### src/design/bre_pkg.sv
// Shared constants and helpers for the line rasterizer.
// No dependencies; compiled first.
package bre_pkg;

	// Port widths fixed by the command and pixel formats
	localparam int FIELD_W = 6;
	localparam int COLOUR_W = 8;

	// Default coordinate width
	localparam int COORD_BITS_DEF = 6;

	// Entries in the command queue between front and walker
	localparam int CMDQ_DEPTH = 2;

	// Bits in one classified command: four coordinates, two flags, colour
	function automatic int entry_width(input int coord_bits);
		return 4 * coord_bits + 2 + COLOUR_W;
	endfunction

endpackage

### src/design/bre_front.sv
// Command front end: masks endpoints, finds the major axis and orders the ends.
// Depends on bre_pkg.
module bre_front #(
	parameter int COORD_BITS = bre_pkg::COORD_BITS_DEF
) (
	input  logic [bre_pkg::FIELD_W-1:0]               start_x,
	input  logic [bre_pkg::FIELD_W-1:0]               start_y,
	input  logic [bre_pkg::FIELD_W-1:0]               end_x,
	input  logic [bre_pkg::FIELD_W-1:0]               end_y,
	input  logic [bre_pkg::COLOUR_W-1:0]              colour,
	output logic [bre_pkg::entry_width(COORD_BITS)-1:0] entry
);

	typedef struct packed {
		logic [COORD_BITS-1:0]        major_start;
		logic [COORD_BITS-1:0]        major_end;
		logic [COORD_BITS-1:0]        minor_start;
		logic [COORD_BITS-1:0]        minor_span;
		logic                         minor_up;
		logic                         steep;
		logic [bre_pkg::COLOUR_W-1:0] colour;
	} cmd_t;

	logic [COORD_BITS-1:0] ax, ay, bx, by;
	logic [COORD_BITS-1:0] dx, dy;
	logic [COORD_BITS-1:0] maj_a, maj_b, min_a, min_b;
	logic [COORD_BITS-1:0] min_s, min_e;
	logic                  steep, swap;
	cmd_t                  cmd;

	// Classify: spans, steepness, endpoint order
	always_comb begin
		ax = start_x[COORD_BITS-1:0];
		ay = start_y[COORD_BITS-1:0];
		bx = end_x[COORD_BITS-1:0];
		by = end_y[COORD_BITS-1:0];
		dx = (bx >= ax) ? bx - ax : ax - bx;
		dy = (by >= ay) ? by - ay : ay - by;
		// diagonal lines keep x as the major axis
		steep = dy > dx;
		if (steep) begin
			maj_a = ay;
			min_a = ax;
			maj_b = by;
			min_b = bx;
		end else begin
			maj_a = ax;
			min_a = ay;
			maj_b = bx;
			min_b = by;
		end
		swap = maj_a > maj_b;
		min_s = swap ? min_b : min_a;
		min_e = swap ? min_a : min_b;
		cmd.major_start = swap ? maj_b : maj_a;
		cmd.major_end   = swap ? maj_a : maj_b;
		cmd.minor_start = min_s;
		cmd.minor_span  = steep ? dx : dy;
		cmd.minor_up    = min_e > min_s;
		cmd.steep       = steep;
		cmd.colour      = colour;
	end

	assign entry = cmd;

endmodule

### src/design/bre_cmdq.sv
// Small FIFO holding classified commands between front end and walker.
// Depends on bre_pkg.
module bre_cmdq #(
	parameter int WIDTH = bre_pkg::entry_width(bre_pkg::COORD_BITS_DEF)
) (
	input  logic             clk,
	input  logic             arst_n,
	input  logic             wr_en,
	input  logic [WIDTH-1:0] wr_data,
	output logic             full,
	input  logic             rd_en,
	output logic [WIDTH-1:0] rd_data,
	output logic             empty
);

	localparam int DEPTH = bre_pkg::CMDQ_DEPTH;
	localparam int PTR_W = (DEPTH > 1) ? $clog2(DEPTH) : 1;
	localparam int CNT_W = $clog2(DEPTH + 1);

	logic [WIDTH-1:0] mem [DEPTH];
	logic [PTR_W-1:0] wr_ptr_q, rd_ptr_q;
	logic [CNT_W-1:0] count_q;
	logic             do_wr, do_rd;

	assign full    = (count_q == CNT_W'(DEPTH));
	assign empty   = (count_q == '0);
	assign do_wr   = wr_en && !full;
	assign do_rd   = rd_en && !empty;
	assign rd_data = mem[rd_ptr_q];

	// Storage
	always_ff @(posedge clk) begin
		if (do_wr) begin
			mem[wr_ptr_q] <= wr_data;
		end
	end

	// Pointers and fill count
	always_ff @(posedge clk or negedge arst_n) begin
		if (!arst_n) begin
			wr_ptr_q <= '0;
			rd_ptr_q <= '0;
			count_q  <= '0;
		end else begin
			if (do_wr) begin
				wr_ptr_q <= (wr_ptr_q == PTR_W'(DEPTH - 1)) ? '0 : wr_ptr_q + 1'b1;
			end
			if (do_rd) begin
				rd_ptr_q <= (rd_ptr_q == PTR_W'(DEPTH - 1)) ? '0 : rd_ptr_q + 1'b1;
			end
			if (do_wr && !do_rd) begin
				count_q <= count_q + 1'b1;
			end else if (do_rd && !do_wr) begin
				count_q <= count_q - 1'b1;
			end
		end
	end

endmodule

### src/design/bre_walk.sv
// Line walker: steps the error term one pixel per cycle into an output register
// while that register is free or popped. Depends on bre_pkg.
module bre_walk #(
	parameter int COORD_BITS = bre_pkg::COORD_BITS_DEF
) (
	input  logic                                       clk,
	input  logic                                       arst_n,
	input  logic [bre_pkg::entry_width(COORD_BITS)-1:0] entry,
	input  logic                                       q_empty,
	output logic                                       q_pop,
	output logic                                       empty,
	input  logic                                       pop,
	output logic [bre_pkg::FIELD_W-1:0]                pixel_x,
	output logic [bre_pkg::FIELD_W-1:0]                pixel_y,
	output logic [bre_pkg::COLOUR_W-1:0]               pixel_colour,
	output logic                                       last_pixel
);

	localparam int FW = bre_pkg::FIELD_W;

	typedef struct packed {
		logic [COORD_BITS-1:0]        major_start;
		logic [COORD_BITS-1:0]        major_end;
		logic [COORD_BITS-1:0]        minor_start;
		logic [COORD_BITS-1:0]        minor_span;
		logic                         minor_up;
		logic                         steep;
		logic [bre_pkg::COLOUR_W-1:0] colour;
	} cmd_t;

	cmd_t                  in_cmd, cmd_q;
	logic                  busy_q, out_valid_q;
	logic [COORD_BITS-1:0] major_q, minor_q, err_q, span_q;
	logic [COORD_BITS-1:0] load_span, err_nxt, minor_nxt;
	logic [COORD_BITS:0]   diff, diff_fix;
	logic                  load, emit, at_last;
	logic [COORD_BITS-1:0] px_q, py_q;
	logic [bre_pkg::COLOUR_W-1:0] col_q;
	logic                  last_q;

	assign in_cmd    = cmd_t'(entry);
	assign load      = !busy_q && !q_empty;
	assign q_pop     = load;
	assign emit      = busy_q && (!out_valid_q || pop);
	assign at_last   = (major_q == cmd_q.major_end);
	assign load_span = in_cmd.major_end - in_cmd.major_start;

	// Error step: subtract minor span, add major span back on underflow
	always_comb begin
		diff     = {1'b0, err_q} - {1'b0, cmd_q.minor_span};
		diff_fix = diff + {1'b0, span_q};
		if (diff[COORD_BITS]) begin
			err_nxt   = diff_fix[COORD_BITS-1:0];
			minor_nxt = cmd_q.minor_up ? minor_q + 1'b1 : minor_q - 1'b1;
		end else begin
			err_nxt   = diff[COORD_BITS-1:0];
			minor_nxt = minor_q;
		end
	end

	// Control: walk in progress, output register occupied
	always_ff @(posedge clk or negedge arst_n) begin
		if (!arst_n) begin
			busy_q      <= 1'b0;
			out_valid_q <= 1'b0;
		end else begin
			if (load) begin
				busy_q <= 1'b1;
			end else if (emit && at_last) begin
				busy_q <= 1'b0;
			end
			if (emit) begin
				out_valid_q <= 1'b1;
			end else if (pop) begin
				out_valid_q <= 1'b0;
			end
		end
	end

	// Walk state and output payload
	always_ff @(posedge clk) begin
		if (load) begin
			cmd_q   <= in_cmd;
			major_q <= in_cmd.major_start;
			minor_q <= in_cmd.minor_start;
			span_q  <= load_span;
			err_q   <= load_span >> 1;
		end else if (emit) begin
			major_q <= major_q + 1'b1;
			minor_q <= minor_nxt;
			err_q   <= err_nxt;
		end
		if (emit) begin
			px_q   <= cmd_q.steep ? minor_q : major_q;
			py_q   <= cmd_q.steep ? major_q : minor_q;
			col_q  <= cmd_q.colour;
			last_q <= at_last;
		end
	end

	assign empty        = !out_valid_q;
	assign pixel_x      = FW'(px_q);
	assign pixel_y      = FW'(py_q);
	assign pixel_colour = col_q;
	assign last_pixel   = last_q;

endmodule

### src/design/bresenham_line_rasterizer.sv
// Top level of the Bresenham line rasterizer: front end, command FIFO, walker.
// Depends on bre_pkg, bre_front, bre_cmdq, bre_walk.
//
//   channel   handshake          payload
//   command   push / full        start_x start_y end_x end_y colour
//   pixel     pop / empty        pixel_x pixel_y pixel_colour last_pixel
//
// A command is loaded into the walker, which then gives one pixel per cycle
// while the output register is free or popped; the walker's error-term step
// is the pace setter. A two-entry command FIFO lets commands arrive while a
// line is walked. A stalled pixel holds the walker; reset empties the FIFO
// and the output register.
module bresenham_line_rasterizer #(
	parameter int COORD_BITS = bre_pkg::COORD_BITS_DEF
) (
	input  logic                          clk,
	input  logic                          arst_n,
	input  logic                          push,
	output logic                          full,
	input  logic [bre_pkg::FIELD_W-1:0]   start_x,
	input  logic [bre_pkg::FIELD_W-1:0]   start_y,
	input  logic [bre_pkg::FIELD_W-1:0]   end_x,
	input  logic [bre_pkg::FIELD_W-1:0]   end_y,
	input  logic [bre_pkg::COLOUR_W-1:0]  colour,
	output logic                          empty,
	input  logic                          pop,
	output logic [bre_pkg::FIELD_W-1:0]   pixel_x,
	output logic [bre_pkg::FIELD_W-1:0]   pixel_y,
	output logic [bre_pkg::COLOUR_W-1:0]  pixel_colour,
	output logic                          last_pixel
);

	localparam int ENTRY_W = bre_pkg::entry_width(COORD_BITS);

	logic [ENTRY_W-1:0] front_entry, q_entry;
	logic               q_empty, q_pop;

	// Classify the incoming command
	bre_front #(
		.COORD_BITS(COORD_BITS)
	) u_front (
		.start_x(start_x),
		.start_y(start_y),
		.end_x  (end_x),
		.end_y  (end_y),
		.colour (colour),
		.entry  (front_entry)
	);

	// Command FIFO between front end and walker
	bre_cmdq #(
		.WIDTH(ENTRY_W)
	) u_cmdq (
		.clk    (clk),
		.arst_n (arst_n),
		.wr_en  (push),
		.wr_data(front_entry),
		.full   (full),
		.rd_en  (q_pop),
		.rd_data(q_entry),
		.empty  (q_empty)
	);

	// Pixel walker
	bre_walk #(
		.COORD_BITS(COORD_BITS)
	) u_walk (
		.clk         (clk),
		.arst_n      (arst_n),
		.entry       (q_entry),
		.q_empty     (q_empty),
		.q_pop       (q_pop),
		.empty       (empty),
		.pop         (pop),
		.pixel_x     (pixel_x),
		.pixel_y     (pixel_y),
		.pixel_colour(pixel_colour),
		.last_pixel  (last_pixel)
	);

endmodule

### config.mk
export PLATFORM = sky130hd
export DESIGN_NAME = bresenham_line_rasterizer
export DESIGN_NICKNAME = d
export VERILOG_FILES = /design/src/design/bre_pkg.sv /design/src/design/bre_front.sv /design/src/design/bre_cmdq.sv /design/src/design/bre_walk.sv /design/src/design/bresenham_line_rasterizer.sv
export SDC_FILE = /design/constraint.sdc
export NUM_CORES = 1
export LEC_CHECK = 0
export BUFFER_PORTS_ARGS = -buffer_cell sky130_fd_sc_hd__buf_2
export CORE_MARGIN = 2
export CORE_UTILIZATION = 55
export CTS_CLUSTER_DIAMETER = 100
export DETAILED_ROUTE_END_ITERATION = 10
export PLACE_DENSITY_LB_ADDON = 0.15
export SLEW_MARGIN = 20
export SYNTH_ARGS = -nofsm -noshare
export SYNTH_HDL_FRONTEND = slang
export SYNTH_SLANG_ARGS = --single-unit
### constraint.sdc
create_clock -name clk -period 3.95 [get_ports clk]
set_clock_uncertainty 0.2 [all_clocks]
set_input_delay 0.5925 -clock clk [delete_from_list [all_inputs] [get_ports clk]]
set_output_delay 0.5925 -clock clk [all_outputs]
set_load 0.02 [all_outputs]
==> flow_metrics.env <==
export IMPL_status="complete, but fails checks"
export IMPL_violations_in_the_final_reports="negative setup slack"
export IMPL_synthCells=614
export IMPL_first_iteration_detailed_routing_drc_count=324
export IMPL_place_gp_congestion=0.911
export IMPL_period_share_pct=148
export IMPL_track_usage_pct=22.0
export IMPL_detailedRoute_firstPassIterationCount=4
export IMPL_ys_warnings_count=0
export IMPL_start_util_pct=55.7
export IMPL_finalNonFillerCells=997
export IMPL_first_pass_grt_wire_length_um=26900
export IMPL_slew_viol_final=0
export IMPL_dieHeight_um=125
export IMPL_worst_setup_path_type="in -> reg"
export IMPL_nets=906
export IMPL_synth_area_sq_mm=0.00804
export IMPL_slew_limit_headroom_pct=30.3
export IMPL_synth_top_flop_cell="edfxtp_1"
export IMPL_leakagePower_uw=0.00447
export IMPL_drc_errors=0
export IMPL_grt_pass1_vias=5526
export IMPL_end_kind="flop"
export IMPL_sum_neg_setup_slack_ns=-61.92
export IMPL_via_per_inst=5.37
export IMPL_crit_arrival_ns=5.82
export IMPL_synth_yosys_seq_area_share_pct=52.2
export IMPL_yosysUniqueCellTypes=47
export IMPL_num_io_pins=59
export IMPL_ctsLongestPathBuffers=2
export IMPL_setup_viol=42
export IMPL_hold_path_class="in -> reg"
export IMPL_startpoint_class="primary input"
export IMPL_final_hold_viol_count=0
export IMPL_cpMostUsedCell="buf_6"
export IMPL_timing_final_ws_setup_ns=-1.90
export IMPL_slowest_delay_ns=0.33
export IMPL_detailedPlace_worstSlack_ns=-2.38
export IMPL_timing_final_crit_period_ns=5.85
export IMPL_unrepaired_setup_endpoints_after_global_routing="true"
export IMPL_timing_fmax_mhz=171
export IMPL_wire_per_inst_um=17.2
export IMPL_vias=5357
export IMPL_grt_overflow_total=0
export IMPL_postRouteAntennaNets=0
export IMPL_clk_root_buffer_cell="clkbuf_16"
export IMPL_synth_enable_flop_cells=134
export IMPL_max_cap_viol_count=0
export IMPL_grt_start_max_net_pins=35
export IMPL_insertion_delay_ns=0.42
export IMPL_worst_slew_pin_transition_ns=1.04
export IMPL_fin_area_sq_mm=0.0106
export IMPL_worstPathMaxFanout=6
export IMPL_ctsHtreeMaxLevel=4
export IMPL_cts_tree="done"
export IMPL_post_route_cells_drive_above_1_share_pct=40.8
export IMPL_layout_area_overhead_vs_synth_pct=32.3
export IMPL_ys_seq_elements=141
export IMPL_drt_wl_total_um=17200
export IMPL_commonest_cells_after_routing_fill_and_taps_aside="134 x edfxtp_1, 103 x buf_4, 56 x buf_2"
export IMPL_cts_made_buffers=17
export IMPL_core_region_area_sq_mm=0.0144
export IMPL_die_w_um=125
export IMPL_synth_async_reset_ratio_pct=4.26
export IMPL_rows=44
export IMPL_place_detailed_instances=933
export IMPL_power_ir_vdd_worst_uv=548
export IMPL_required_ns=3.92
export IMPL_cts_clk_slew_worst_paths_ns=0.06
export IMPL_cts_sinks=141
export IMPL_antenna_diode_count=0
export IMPL_synthesis_nets=720
export IMPL_numPortBuffers=58
export IMPL_syn_avg_cell_area_sq_um=13.1
export IMPL_final_common_cell="edfxtp_1"
export IMPL_cellPowerDensity_mw_per_mm2=895
export IMPL_totalPowerFinal_uw=9520
export IMPL_die_area_sq_mm=0.0156
export IMPL_critical_path_slowest_cell="fa_2"
export IMPL_dp_hpwl_um=12200
export IMPL_grt_antenna_before_repair=0
export IMPL_post_dp_cell_area_sq_mm=0.00932
## logic make-up after synthesis
family / after synthesis / synth area share [%]
XOR/XNOR: 37 / 4.03
flip-flops: 141 / 52.2
AO/OA/AOI/OAI: 90 / 7.80
adder cells (fa/ha/maj): 70 / 11.6
buffers and inverters: 77 / 3.94
multiplexers: 117 / 15.5
AND/OR/NAND/NOR: 82 / 4.93
## metal layers
layer | vias up | share of wire, % | wire length (um) | GRT usage [%]
met5 | - | 0 | 0 | 0
met4 | 0 | 2.0 | 339 | 7.78
met3 | 31 | 3.4 | 585 | 4.73
met2 | 122 | 52 | 8950 | 38.3
met1 | 2575 | 43 | 7300 | 27.0
li1 | 2629 | - | - | -
## path summary, 6_finish.rpt
kind,start,to,slack (ns),cells past startpoint
max,end_x[0],u_cmdq.mem[1][28]$_DFFE_PP_,-1.90,33
min,colour[1],u_cmdq.mem[1][1]$_DFFE_PP_,0.16,1
max reg2reg,u_walk.err_q[0]$_DFFE_PP_,u_walk.err_q[5]$_SDFFE_PP0P_,0.85,12
min reg2reg,u_walk.cmd_q[7]$_DFFE_PP_,u_walk.pixel_colour[7]$_DFFE_PP_,0.23,0
max in group asynchronous,arst_n,u_cmdq.wr_ptr_q$_DFFE_PN0P_,3.07,2
min in group asynchronous,arst_n,u_cmdq.rd_ptr_q$_DFFE_PN0P_,0.33,2
## where the power goes
group	internal, uW	switching (uW)	total (uW)	leakage [uW]
registers	2390	201	2590	0.00133
logic	2820	2530	5350	0.00285
clock network	903	672	1570	0.000292
## sequential cells by signal (all words and copies together) (netlist names), 2 cells and up
name                 cells
u_walk.span_q            6
u_walk.minor_q           6
u_walk.pixel_y           6
u_walk.major_q           6
u_walk.cmd_q            22
u_walk.pixel_colour      8
u_walk.pixel_x           6
u_walk.err_q             6
u_cmdq.mem              68
u_cmdq.count_q           2
## cell type report
class | count | area (sq um)
inverters | 60 | 243
well taps | 184 | 230
flip-flops and latches | 141 | 4190
fillers | 943 | 3790
repair buffers | 184 | 1400
clock buffers | 17 | 425
multi-input cells | 396 | 3970
clock inverters | 15 | 171
## through the flow
stage          util (%)  hold slack, ns
2_1_floorplan         -          0.0969
3_3_place_gp       64.6           0.201
3_5_place_dp       64.6           0.209
4_1_cts            71.4           0.137
5_1_grt            73.7           0.146
6_report           73.7           0.161
## critical path, delay by kind of cell
family / cells / cell delay [ns]
buffers and inverters: 15 / 1.63
muxes: 3 / 0.59
AOI/OAI and AO/OA: 8 / 1.37
adders and majority gates: 4 / 1.01
and+or+nand+nor: 2 / 0.38
xor gates and xnor gates: 1 / 0.21
## Yosys cell counts, types with 5 or more instances
master / n / area, sq um
edfxtp_1: 134 / 4020
mux2i_1: 70 / 701
ha_1: 62 / 776
inv_1: 60 / 225
mux2_2: 40 / 450
nand2_1: 26 / 97.6
a21oi_1: 25 / 125
xnor2_1: 23 / 201
o21ai_0: 21 / 105
nor2_1: 20 / 75.1
xor2_1: 14 / 123
a21o_1: 11 / 82.6
a211oi_1: 8 / 60.1
fa_1: 8 / 160
nor2b_1: 8 / 50.1
buf_1: 6 / 22.5
dfrtp_1: 6 / 150
mux2i_2: 6 / 82.6
a221oi_1: 5 / 43.8
nand2b_1: 5 / 31.3
nand3_1: 5 / 25.0
nand4_1: 5 / 31.3
o21a_1: 5 / 37.5
## timing repair
| action | 4_1_cts | 5_1_grt |
|---|---|---|
| hold buffers | 1 | 0 |
| endpoints found under the setup margin | 42 | 50 |
| cloned | 1 | 1 |
| buffers inserted | 15 | 16 |
| pin swaps | 13 | 9 |
| resized for setup | 42 | 50 |
| endpoints found under the hold margin | 6 | 0 |
(Power assumes the default switching activity.)
